[src/sv/bfbp_pkg.sv]
// shared types and codes for the best-fit buffer pool
package bfbp_pkg;

  localparam int HANDLE_W = 16;
  localparam int CAP_W    = 24;

  localparam logic [1:0] ACT_REQUEST = 2'd0;
  localparam logic [1:0] ACT_RETURN  = 2'd1;
  localparam logic [1:0] ACT_CLEAR   = 2'd2;

  localparam logic [1:0] KIND_POOLED  = 2'd0;
  localparam logic [1:0] KIND_ALLOC   = 2'd1;
  localparam logic [1:0] KIND_FREED   = 2'd2;
  localparam logic [1:0] KIND_NOTHING = 2'd3;

  typedef struct packed {
    logic [1:0]          action;
    logic [CAP_W-1:0]    request_size;
    logic [HANDLE_W-1:0] returned_handle;
    logic [CAP_W-1:0]    returned_capacity;
  } in_item_t;

  typedef struct packed {
    logic [1:0]          result_kind;
    logic [HANDLE_W-1:0] out_handle;
    logic [CAP_W-1:0]    out_capacity;
    logic                last_result;
  } out_item_t;

  typedef struct packed {
    logic [HANDLE_W-1:0] handle;
    logic [CAP_W-1:0]    capacity;
  } entry_t;

endpackage

[src/sv/bfbp_store.sv]
// pool entry memory: one write port, one read port with registered read data
module bfbp_store #(
  parameter int DEPTH = 8,
  parameter int AW    = 3
) (
  input  logic             clk,
  input  logic             rd_en,
  input  logic [AW-1:0]    rd_addr,
  output bfbp_pkg::entry_t rd_data,
  input  logic             wr_en,
  input  logic [AW-1:0]    wr_addr,
  input  bfbp_pkg::entry_t wr_data
);
  import bfbp_pkg::*;

  entry_t mem [DEPTH];
  entry_t rd_data_r;

  always_ff @(posedge clk) begin
    if (wr_en) begin
      mem[wr_addr] <= wr_data;
    end
    if (rd_en) begin
      rd_data_r <= mem[rd_addr];
    end
  end

  assign rd_data = rd_data_r;

endmodule

[src/sv/best_fit_buffer_pool_unit.sv]
// best-fit buffer pool: ordered idle-buffer list kept in a memory, front at entry 0
//
//   channel | ports                          | payload
//   input   | in_valid, in_stall, in_data    | in_item_t (action, size, returned buffer)
//   result  | out_valid, out_stall, out_data | out_item_t (kind, handle, capacity, last)
//
// one item at a time; steps from input transfer to result loaded:
// request: scan the pool; on a hit, then close up the entries behind the hit
// return: shift-up sweep, entry 0 written last (only entry 0 written on an empty pool)
// clear: read, then output each entry; empty-pool request, empty clear, action 3: emit
// in_stall is high from a transfer until its last result is in the output register
// out_stall pauses the block only when it has a new result; reset empties the pool
module best_fit_buffer_pool_unit #(
  parameter int MAX_BUFFERS = 8
) (
  input  logic                clk,
  input  logic                rst_n,
  input  logic                in_valid,
  output logic                in_stall,
  input  bfbp_pkg::in_item_t  in_data,
  output logic                out_valid,
  input  logic                out_stall,
  output bfbp_pkg::out_item_t out_data
);
  import bfbp_pkg::*;

  localparam int AW = (MAX_BUFFERS > 1) ? $clog2(MAX_BUFFERS) : 1;
  localparam int CW = $clog2(MAX_BUFFERS + 1);
  localparam logic [CW-1:0] MAX_C  = CW'(MAX_BUFFERS);
  localparam logic [CW-1:0] LAST_C = CW'(MAX_BUFFERS - 1);

  typedef enum logic [2:0] {
    ST_IDLE, ST_SCAN, ST_REMOVE, ST_SHIFT, ST_CLR_RD, ST_CLR_OUT, ST_EMIT
  } state_t;

  state_t          state_r;
  logic [CW-1:0]   cnt_r;
  logic [CW-1:0]   idx_r;
  logic [CW-1:0]   pos_r;
  logic [CW-1:0]   best_r;
  logic            pend_r;
  logic            have_r;
  logic            exact_r;
  in_item_t        item_r;
  logic [1:0]      res_kind_r;
  logic [HANDLE_W-1:0] res_h_r;
  logic [CAP_W-1:0]    res_c_r;
  logic            out_valid_r;
  out_item_t       out_data_r;

  logic            rd_en;
  logic [AW-1:0]   rd_addr;
  entry_t          rd_data;
  logic            wr_en;
  logic [AW-1:0]   wr_addr;
  entry_t          wr_data;

  logic [CW-1:0]   idx_inc;
  logic [CW-1:0]   idx_dec;
  logic [CW-1:0]   pos_inc;
  logic [CW-1:0]   pos_dec;
  logic [CW-1:0]   best_inc;
  logic            idx_below;
  logic            out_free;
  logic            out_load;
  logic            in_xfer;

  assign idx_inc   = idx_r + 1'b1;
  assign idx_dec   = idx_r - 1'b1;
  assign pos_inc   = pos_r + 1'b1;
  assign pos_dec   = pos_r - 1'b1;
  assign best_inc  = best_r + 1'b1;
  assign idx_below = (idx_r < cnt_r);
  assign out_free  = !out_valid_r || !out_stall;
  assign out_load  = out_free && (state_r == ST_EMIT || state_r == ST_CLR_OUT);
  assign in_stall  = (state_r != ST_IDLE);
  assign in_xfer   = in_valid && !in_stall;

  bfbp_store #(
    .DEPTH (MAX_BUFFERS),
    .AW    (AW)
  ) u_store (
    .clk     (clk),
    .rd_en   (rd_en),
    .rd_addr (rd_addr),
    .rd_data (rd_data),
    .wr_en   (wr_en),
    .wr_addr (wr_addr),
    .wr_data (wr_data)
  );

  // memory port control
  always_comb begin
    rd_en   = 1'b0;
    rd_addr = idx_r[AW-1:0];
    wr_en   = 1'b0;
    wr_addr = pos_dec[AW-1:0];
    wr_data = rd_data;
    unique case (state_r)
      ST_SCAN: begin
        rd_en = idx_below;
      end
      ST_REMOVE: begin
        // close up: entry j moves to j-1
        rd_en = idx_below;
        wr_en = pend_r;
      end
      ST_SHIFT: begin
        // open entry 0: entry j moves to j+1, back entry of a full pool is evicted
        rd_en   = (idx_r != '0);
        rd_addr = idx_dec[AW-1:0];
        if (pend_r) begin
          wr_en   = (pos_r != LAST_C);
          wr_addr = pos_inc[AW-1:0];
        end else if (idx_r == '0) begin
          wr_en            = 1'b1;
          wr_addr          = '0;
          wr_data.handle   = item_r.returned_handle;
          wr_data.capacity = item_r.returned_capacity;
        end
      end
      ST_CLR_RD: begin
        rd_en = 1'b1;
      end
      ST_IDLE, ST_CLR_OUT, ST_EMIT: begin
      end
      default: begin
      end
    endcase
  end

  always_ff @(posedge clk) begin
    if (!rst_n) begin
      state_r     <= ST_IDLE;
      cnt_r       <= '0;
      idx_r       <= '0;
      pos_r       <= '0;
      best_r      <= '0;
      pend_r      <= 1'b0;
      have_r      <= 1'b0;
      exact_r     <= 1'b0;
      out_valid_r <= 1'b0;
    end else begin
      if (out_valid_r && !out_stall && !out_load) begin
        out_valid_r <= 1'b0;
      end
      unique case (state_r)
        ST_IDLE: begin
          if (in_xfer) begin
            item_r     <= in_data;
            idx_r      <= '0;
            pend_r     <= 1'b0;
            have_r     <= 1'b0;
            exact_r    <= 1'b0;
            res_kind_r <= KIND_NOTHING;
            res_h_r    <= '0;
            res_c_r    <= '0;
            unique case (in_data.action)
              ACT_REQUEST: begin
                if (cnt_r == '0) begin
                  res_kind_r <= KIND_ALLOC;
                  res_c_r    <= in_data.request_size;
                  state_r    <= ST_EMIT;
                end else begin
                  state_r <= ST_SCAN;
                end
              end
              ACT_RETURN: begin
                idx_r   <= cnt_r;
                state_r <= ST_SHIFT;
              end
              ACT_CLEAR: begin
                state_r <= (cnt_r == '0) ? ST_EMIT : ST_CLR_RD;
              end
              default: begin
                state_r <= ST_EMIT;
              end
            endcase
          end
        end
        ST_SCAN: begin
          pend_r <= idx_below;
          pos_r  <= idx_r;
          if (idx_below) begin
            idx_r <= idx_inc;
          end
          if (pend_r && !exact_r) begin
            // exact size locks the choice, else keep the earliest smallest larger one
            if (rd_data.capacity == item_r.request_size) begin
              exact_r <= 1'b1;
              have_r  <= 1'b1;
              best_r  <= pos_r;
              res_h_r <= rd_data.handle;
              res_c_r <= rd_data.capacity;
            end else if (rd_data.capacity > item_r.request_size &&
                         (!have_r || rd_data.capacity < res_c_r)) begin
              have_r  <= 1'b1;
              best_r  <= pos_r;
              res_h_r <= rd_data.handle;
              res_c_r <= rd_data.capacity;
            end
          end
          if (!idx_below && !pend_r) begin
            if (have_r) begin
              res_kind_r <= KIND_POOLED;
              idx_r      <= best_inc;
              state_r    <= ST_REMOVE;
            end else begin
              res_kind_r <= KIND_ALLOC;
              res_h_r    <= '0;
              res_c_r    <= item_r.request_size;
              state_r    <= ST_EMIT;
            end
          end
        end
        ST_REMOVE: begin
          pend_r <= idx_below;
          pos_r  <= idx_r;
          if (idx_below) begin
            idx_r <= idx_inc;
          end
          if (!idx_below && !pend_r) begin
            cnt_r   <= cnt_r - 1'b1;
            state_r <= ST_EMIT;
          end
        end
        ST_SHIFT: begin
          pend_r <= (idx_r != '0);
          pos_r  <= idx_dec;
          if (idx_r != '0) begin
            idx_r <= idx_dec;
          end
          if (pend_r && pos_r == LAST_C) begin
            res_kind_r <= KIND_FREED;
            res_h_r    <= rd_data.handle;
            res_c_r    <= rd_data.capacity;
          end
          if (idx_r == '0 && !pend_r) begin
            // entry 0 takes the returned buffer this cycle
            if (cnt_r != MAX_C) begin
              cnt_r <= cnt_r + 1'b1;
            end
            state_r <= ST_EMIT;
          end
        end
        ST_CLR_RD: begin
          state_r <= ST_CLR_OUT;
        end
        ST_CLR_OUT: begin
          if (out_free) begin
            out_valid_r              <= 1'b1;
            out_data_r.result_kind   <= KIND_FREED;
            out_data_r.out_handle    <= rd_data.handle;
            out_data_r.out_capacity  <= rd_data.capacity;
            out_data_r.last_result   <= (idx_inc == cnt_r);
            idx_r                    <= idx_inc;
            if (idx_inc == cnt_r) begin
              cnt_r   <= '0;
              state_r <= ST_IDLE;
            end else begin
              state_r <= ST_CLR_RD;
            end
          end
        end
        ST_EMIT: begin
          if (out_free) begin
            out_valid_r              <= 1'b1;
            out_data_r.result_kind   <= res_kind_r;
            out_data_r.out_handle    <= res_h_r;
            out_data_r.out_capacity  <= res_c_r;
            out_data_r.last_result   <= 1'b1;
            state_r                  <= ST_IDLE;
          end
        end
        default: begin
          state_r <= ST_IDLE;
        end
      endcase
    end
  end

  assign out_valid = out_valid_r;
  assign out_data  = out_data_r;

endmodule

[config.mk]
export PLATFORM = sky130hd
export DESIGN_NAME = best_fit_buffer_pool_unit
export DESIGN_NICKNAME = d
export VERILOG_FILES = /design/src/sv/bfbp_pkg.sv /design/src/sv/bfbp_store.sv /design/src/sv/best_fit_buffer_pool_unit.sv
export SDC_FILE = /design/constraint.sdc
export NUM_CORES = 1
export LEC_CHECK = 0
export BUFFER_PORTS_ARGS = -buffer_cell sky130_fd_sc_hd__buf_2
export CAP_MARGIN = 5
export CORE_MARGIN = 2
export CORE_UTILIZATION = 60
export CTS_CLUSTER_DIAMETER = 150
export DETAILED_ROUTE_END_ITERATION = 16
export PLACE_DENSITY = 0.85
export SLEW_MARGIN = 25
export SYNTH_ARGS = -nofsm -noshare
export SYNTH_HDL_FRONTEND = slang
export SYNTH_SLANG_ARGS = --single-unit
[constraint.sdc]
create_clock -name clk -period 10.1 [get_ports clk]
set_input_delay 0.505 -clock clk [delete_from_list [all_inputs] [get_ports clk]]
set_output_delay 0.505 -clock clk [all_outputs]
set_load 0.01 [all_outputs]
==> metrics.cfg, run 1 <==
[outcome]
status=finished clean

[synthesis]
synth_top_family_by_area=multiplexers
synth_mux_area_frac=0.129
synth_cell_types=76
syn_inst=1391
ys_seq_elements=532
synth_xor_area_frac=0.00536
synth-edff-count=509
syn_avg_cell_area_um2=16.5
yosys.area_share.adder=0.0331
synth_ff_type=edfxtp_1
ys.warnings.count=0
synth_nets=1521
seq_area_frac_synth=0.688
synth_compound_area_frac=0.0732
syn_area_um2=22900
synth_async_sr_flop_share=0
synth-simple-area-share=0.0485

[die]
die_h_um=199
dieArea_um2=39700
std_cell_rows=71
start_util=0.608
floorplan.die.width_um=199
core-area_um2=37700
boundaryPins=115

[place]
hpwlAfterDp_mm=31.3
port_buffers=114
dpl_cell_area_um2=24200
pre_cts_ws_ns=5.62
gp_congestion=0.917
place_inst=1972

[cts]
cts_buffer_depth=3
cts_sinks=532
cts_root_buf=clkbuf_16
cts_tree=yes
cts_made_buffers=53
cts_hold_buf=0
clk_latency_ns=0.59
clkTransAtPathRegs_ns=0.07
cts_setup_buffers=0
ctsHtreeMaxLevel=2
cts_resized=0

[setup_path]
crit_type=flop to flop
cp.required_ns=10.42
critPathLaunchType=flop
cp_slowest_cell=dfxtp_1
worstPathArrival_ns=4.64
r2r_start=state_r[2]
end_kind=flop
path_cells=nor2b_1 -> nand2_1 -> inv_2 -> ha_4 -> buf_6 -> mux4_2 -> mux2_2
rr_worst_depth=7
path_buf_inv=2
cp_top_family=buffers and inverters
cpPeakStageDelay_ns=0.88
r2r-end=u_store.rd_data[21]
regToRegSetupSlack_ns=5.78
path_max_fanout=51

[timing]
maxSlewViolCount=0
setup_viol=0
tightest_slew_ns=1.03
fin_crit_ns=4.32
slew_headroom=0.316
fmax_mhz=232
clock_skew_ns=0.0235
timing.hold.ws_ns=0.0920
fin_ws_ns=5.78
grt_setup_unrepaired=no
finalHoldViolations=0
tns_ns=0
finalCritPeriodShare=0.427

[global_routing]
antenna_found_initial=0
grt_use_total=0.288
overflow=0
grt_max_degree=82
grt_pass1_wl_mm=84.2
grt_pass1_vias=14100

[routing]
ant_nets=0
firstDrtPassIters=8
drt-vias-per-instance=6.69
via_count=13800
routed_wl_mm=55.7
wire_per_inst_um=26.9
drc_errors=0
drt_iter0_drc=1861

[hold_path]
min_to=item_r[14]
hold_class=input pin to flop
worst_hold_path.num_cells=1
hold_start=in_data[14]

[job]
max_cap_violations=0

[power_and_ir_drop]
powerDensity_nw_per_um2=294
total_power_mw=7.58
power.leakage_nw=8.77
vdd_drop_max_mv=0.161

[final_layout]
drive_above_1_share=0.271
final_util=0.686
area_growth_pct=12.8
n_antenna_cell=0
postLayoutCellArea_um2=25800
mostFrequentLayoutCell=edfxtp_1
layout.cells.non_filler=2067
layout_common_cells=edfxtp_1, buf_2, mux2_2
nets=1646
n_fill_cell=2343

[worst max path at each step]
| stage | from | to | slack [ns] | cells after the start |
|---|---|---|---|---|
| floorplan | state_r[2] | item_r[0] | 2.56 | 3 |
| global placement | state_r[2] | u_store.rd_data[0] | 5.74 | 7 |
| detailed placement | state_r[0] | u_store.rd_data[39] | 5.62 | 6 |
| CTS | state_r[2] | u_store.rd_data[28] | 5.55 | 7 |
| global route | state_r[2] | u_store.rd_data[21] | 5.52 | 7 |
| finish | state_r[2] | u_store.rd_data[21] | 5.78 | 7 |
[state kept, by name, indices dropped and copies added (netlist names)]
signal           cells
state_r              3
idx_r                4
out_valid            1
best_r               4
pos_r                4
u_store.mem        320
out_data            43
res_h_r             16
res_c_r             24
u_store.rd_data     40
have_r               1
cnt_r                4
res_kind_r           2
item_r              64
exact_r              1
pend_r               1
[synthesized netlist by cell type (all sizes together), types with 19 or more instances]
cell type | n | area share
a21oi | 52 | 0.011
a222oi | 25 | 0.011
buf | 19 | 0.0043
clkbuf | 47 | 0.0077
dfxtp | 23 | 0.020
edfxtp | 509 | 0.67
ha | 59 | 0.032
inv | 66 | 0.011
mux2 | 97 | 0.048
mux4 | 80 | 0.079
nand2 | 87 | 0.014
nand3 | 37 | 0.0081
nor2 | 48 | 0.0082
o211ai | 27 | 0.0089
o21ai | 46 | 0.010
[metal layers]
layer | global-route usage | routed length (um)
met1 | 0.392 | 20600
met2 | 0.466 | 27000
met3 | 0.0481 | 5890
met4 | 0.126 | 2180
met5 | 0 | 0
[power by group]
| group | switching, mW | internal [mW] |
|---|---|---|
| registers | 0.258 | 3.03 |
| clock network | 0.806 | 1.09 |
| logic | 1.46 | 0.942 |
| total | 2.53 | 5.06 |
[cell type report]
class / count / area (um2) / area share
clock buffer: 63 / 1410 / 0.0545
inverter: 68 / 255 / 0.00989
sequential: 532 / 15700 / 0.610
tap: 511 / 639 / 0.0248
clock inverter: 32 / 256 / 0.00993
multi-input combinational: 725 / 6780 / 0.262
timing repair buffer: 136 / 743 / 0.0288
[logic make-up (layout without fill, tap and decap cells)]
logic type / after synthesis / count (layout)
adders and majority gates: 60 / 60
DFF: 532 / 532
muxes: 183 / 183
AOI/OAI and AO/OA: 233 / 233
buffers and inverters: 134 / 299
and+or+nand+nor: 235 / 235
xor gates and xnor gates: 14 / 14
No activity file was read; power rests on OpenSTA's default activity.
==> run 2: changes to the inputs <==
clock period = 4.25 ns   (was 10.1 ns; I/O delays follow)
==> run 2 against run 1 <==
  * Non-clock buffer count grew 84
  * Hold slack improved by 0.0011 ns
  * Cell area rose by 3.6%
  * Total power grew 140%
  * First-iteration DRC count increased by 5.5%
  * Via count grew 4.3%
  * Combinational power grew to 2.5 times the previous value
  * Setup slack lost 5.5 ns
  * Cell count increased by 4.2%
  * Flip-flop and latch count did not move
  * Clock skew is 0.0093 ns lower
==> metrics.cfg, run 2 (same netlist as run 1, synthesis figures left out) <==
[outcome]
status=finished clean

[timing]
maxSlewViolCount=0
setup_viol=0
fin_crit_ns=3.93
slew_headroom=0.327
finalHoldViolations=0
fin_ws_ns=0.316
fmax_mhz=254
grt_setup_unrepaired=no
tightest_slew_ns=1.01
clock_skew_ns=0.0141
finalCritPeriodShare=0.926
timing.hold.ws_ns=0.0931
tns_ns=0

[place]
pre_cts_ws_ns=0.604
port_buffers=114
gp_congestion=0.860
place_inst=1988
hpwlAfterDp_mm=33.2

[cts]
clk_latency_ns=0.60
ctsHtreeMaxLevel=2
cts_buffer_depth=3
cts_resized=0
cts_sinks=532
cts_root_buf=clkbuf_16
clkTransAtPathRegs_ns=0.06
cts_hold_buf=67
cts_made_buffers=53
cts_setup_buffers=0
cts_tree=yes

[setup_path]
worstPathArrival_ns=4.25
crit_type=flop to flop
critPathLaunchType=flop
rr_worst_depth=8
end_kind=flop
cp.required_ns=4.57
path_max_fanout=24

[routing]
wire_per_inst_um=27.2
via_count=14400
firstDrtPassIters=8
drt_iter0_drc=1963
routed_wl_mm=58.5
drt-vias-per-instance=6.70
drc_errors=0
ant_nets=0

[global_routing]
grt_pass1_wl_mm=87.7
overflow=0
grt_pass1_vias=14600
grt_max_degree=67
grt_use_total=0.303
antenna_found_initial=1

[final_layout]
layout_common_cells=edfxtp_1, buf_2, mux2_2
layout.cells.non_filler=2154
mostFrequentLayoutCell=edfxtp_1
drive_above_1_share=0.267
final_util=0.710
area_growth_pct=16.8
largest_reg_flops=320
top_register=u_store.mem
nets=1730

[power_and_ir_drop]
power.leakage_nw=9.19
vdd_drop_max_mv=0.384
powerDensity_nw_per_um2=686

[hold_path]
hold_class=input pin to flop
worst_hold_path.num_cells=4

[die]
boundaryPins=115
core-area_um2=37700
std_cell_rows=71
start_util=0.608
floorplan.die.width_um=199
die_h_um=199
dieArea_um2=39700

[job]
max_cap_violations=0

-- run 2: cell count changes in the layout (fill, tap and decap cells not counted), sizes merged --
| cell | before | now |
|---|---|---|
| inv | 68 | 71 |
| clkinvlp | 3 | 0 |
| clkbuf | 63 | 67 |
| dlygate4sd3 | 0 | 67 |
| bufinv | 4 | 3 |
| diode | 0 | 1 |
| buf | 136 | 153 |
| clkinv | 25 | 24 |
-- run 2: area by class of cell --
class                           count  area (um2)
Clock inverter                     30         234
Timing Repair Buffer              220        1700
Clock buffer                       67        1390
Tap cell                          511         639
Inverter                           68         255
Multi-Input combinational cell    725        6790
Sequential cell                   532       15700
Fill cell                        2236       10900
Antenna cell                        1        2.50
-- run 2: layer usage --
metal | vias up | wire length [um] | share of wire | global-route usage
li1 | 5981 | - | - | -
met1 | 7076 | 21200 | 0.36 | 0.408
met2 | 1158 | 28200 | 0.48 | 0.480
met3 | 210 | 6310 | 0.11 | 0.0603
met4 | 0 | 2770 | 0.047 | 0.145
met5 | - | 0 | 0 | 0
-- run 2: worst paths after layout --
kind / slack (ns) / from / endpoint
setup / recovery: 0.32 / u_store.rd_data[19] / res_c_r[7]
hold / removal: 0.09 / in_data[64] / state_r[1]
setup reg to reg: 0.32 / u_store.rd_data[19] / res_c_r[7]
hold reg to reg: 0.49 / best_r[3] / best_r[3]
-- run 2: report_power, final --
part	switching, mW	internal (mW)
sequential	0.582	7.19
combinational	3.67	2.44
clock	1.97	2.50
-- run 2: per-stage QoR --
stage | power (mW) | instance area [um2]
final | 18.3 | 26800
after global routing | 19.0 | 26700
after CTS | 18.2 | 26700
after detailed placement | 13.7 | 24400
after global placement | 13.4 | 24400
after floorplan | 11.6 | 22900
-- run 2: critical path: stages, from the launching register on --
cell and delay (ns):
edfxtp_1 0.52, ha_1 0.41, nand4_1 0.27, nor4_2 0.57
o31ai_1 0.27, a211o_1 0.70, a31oi_4 0.29, buf_4 0.41
o211ai_1 0.17
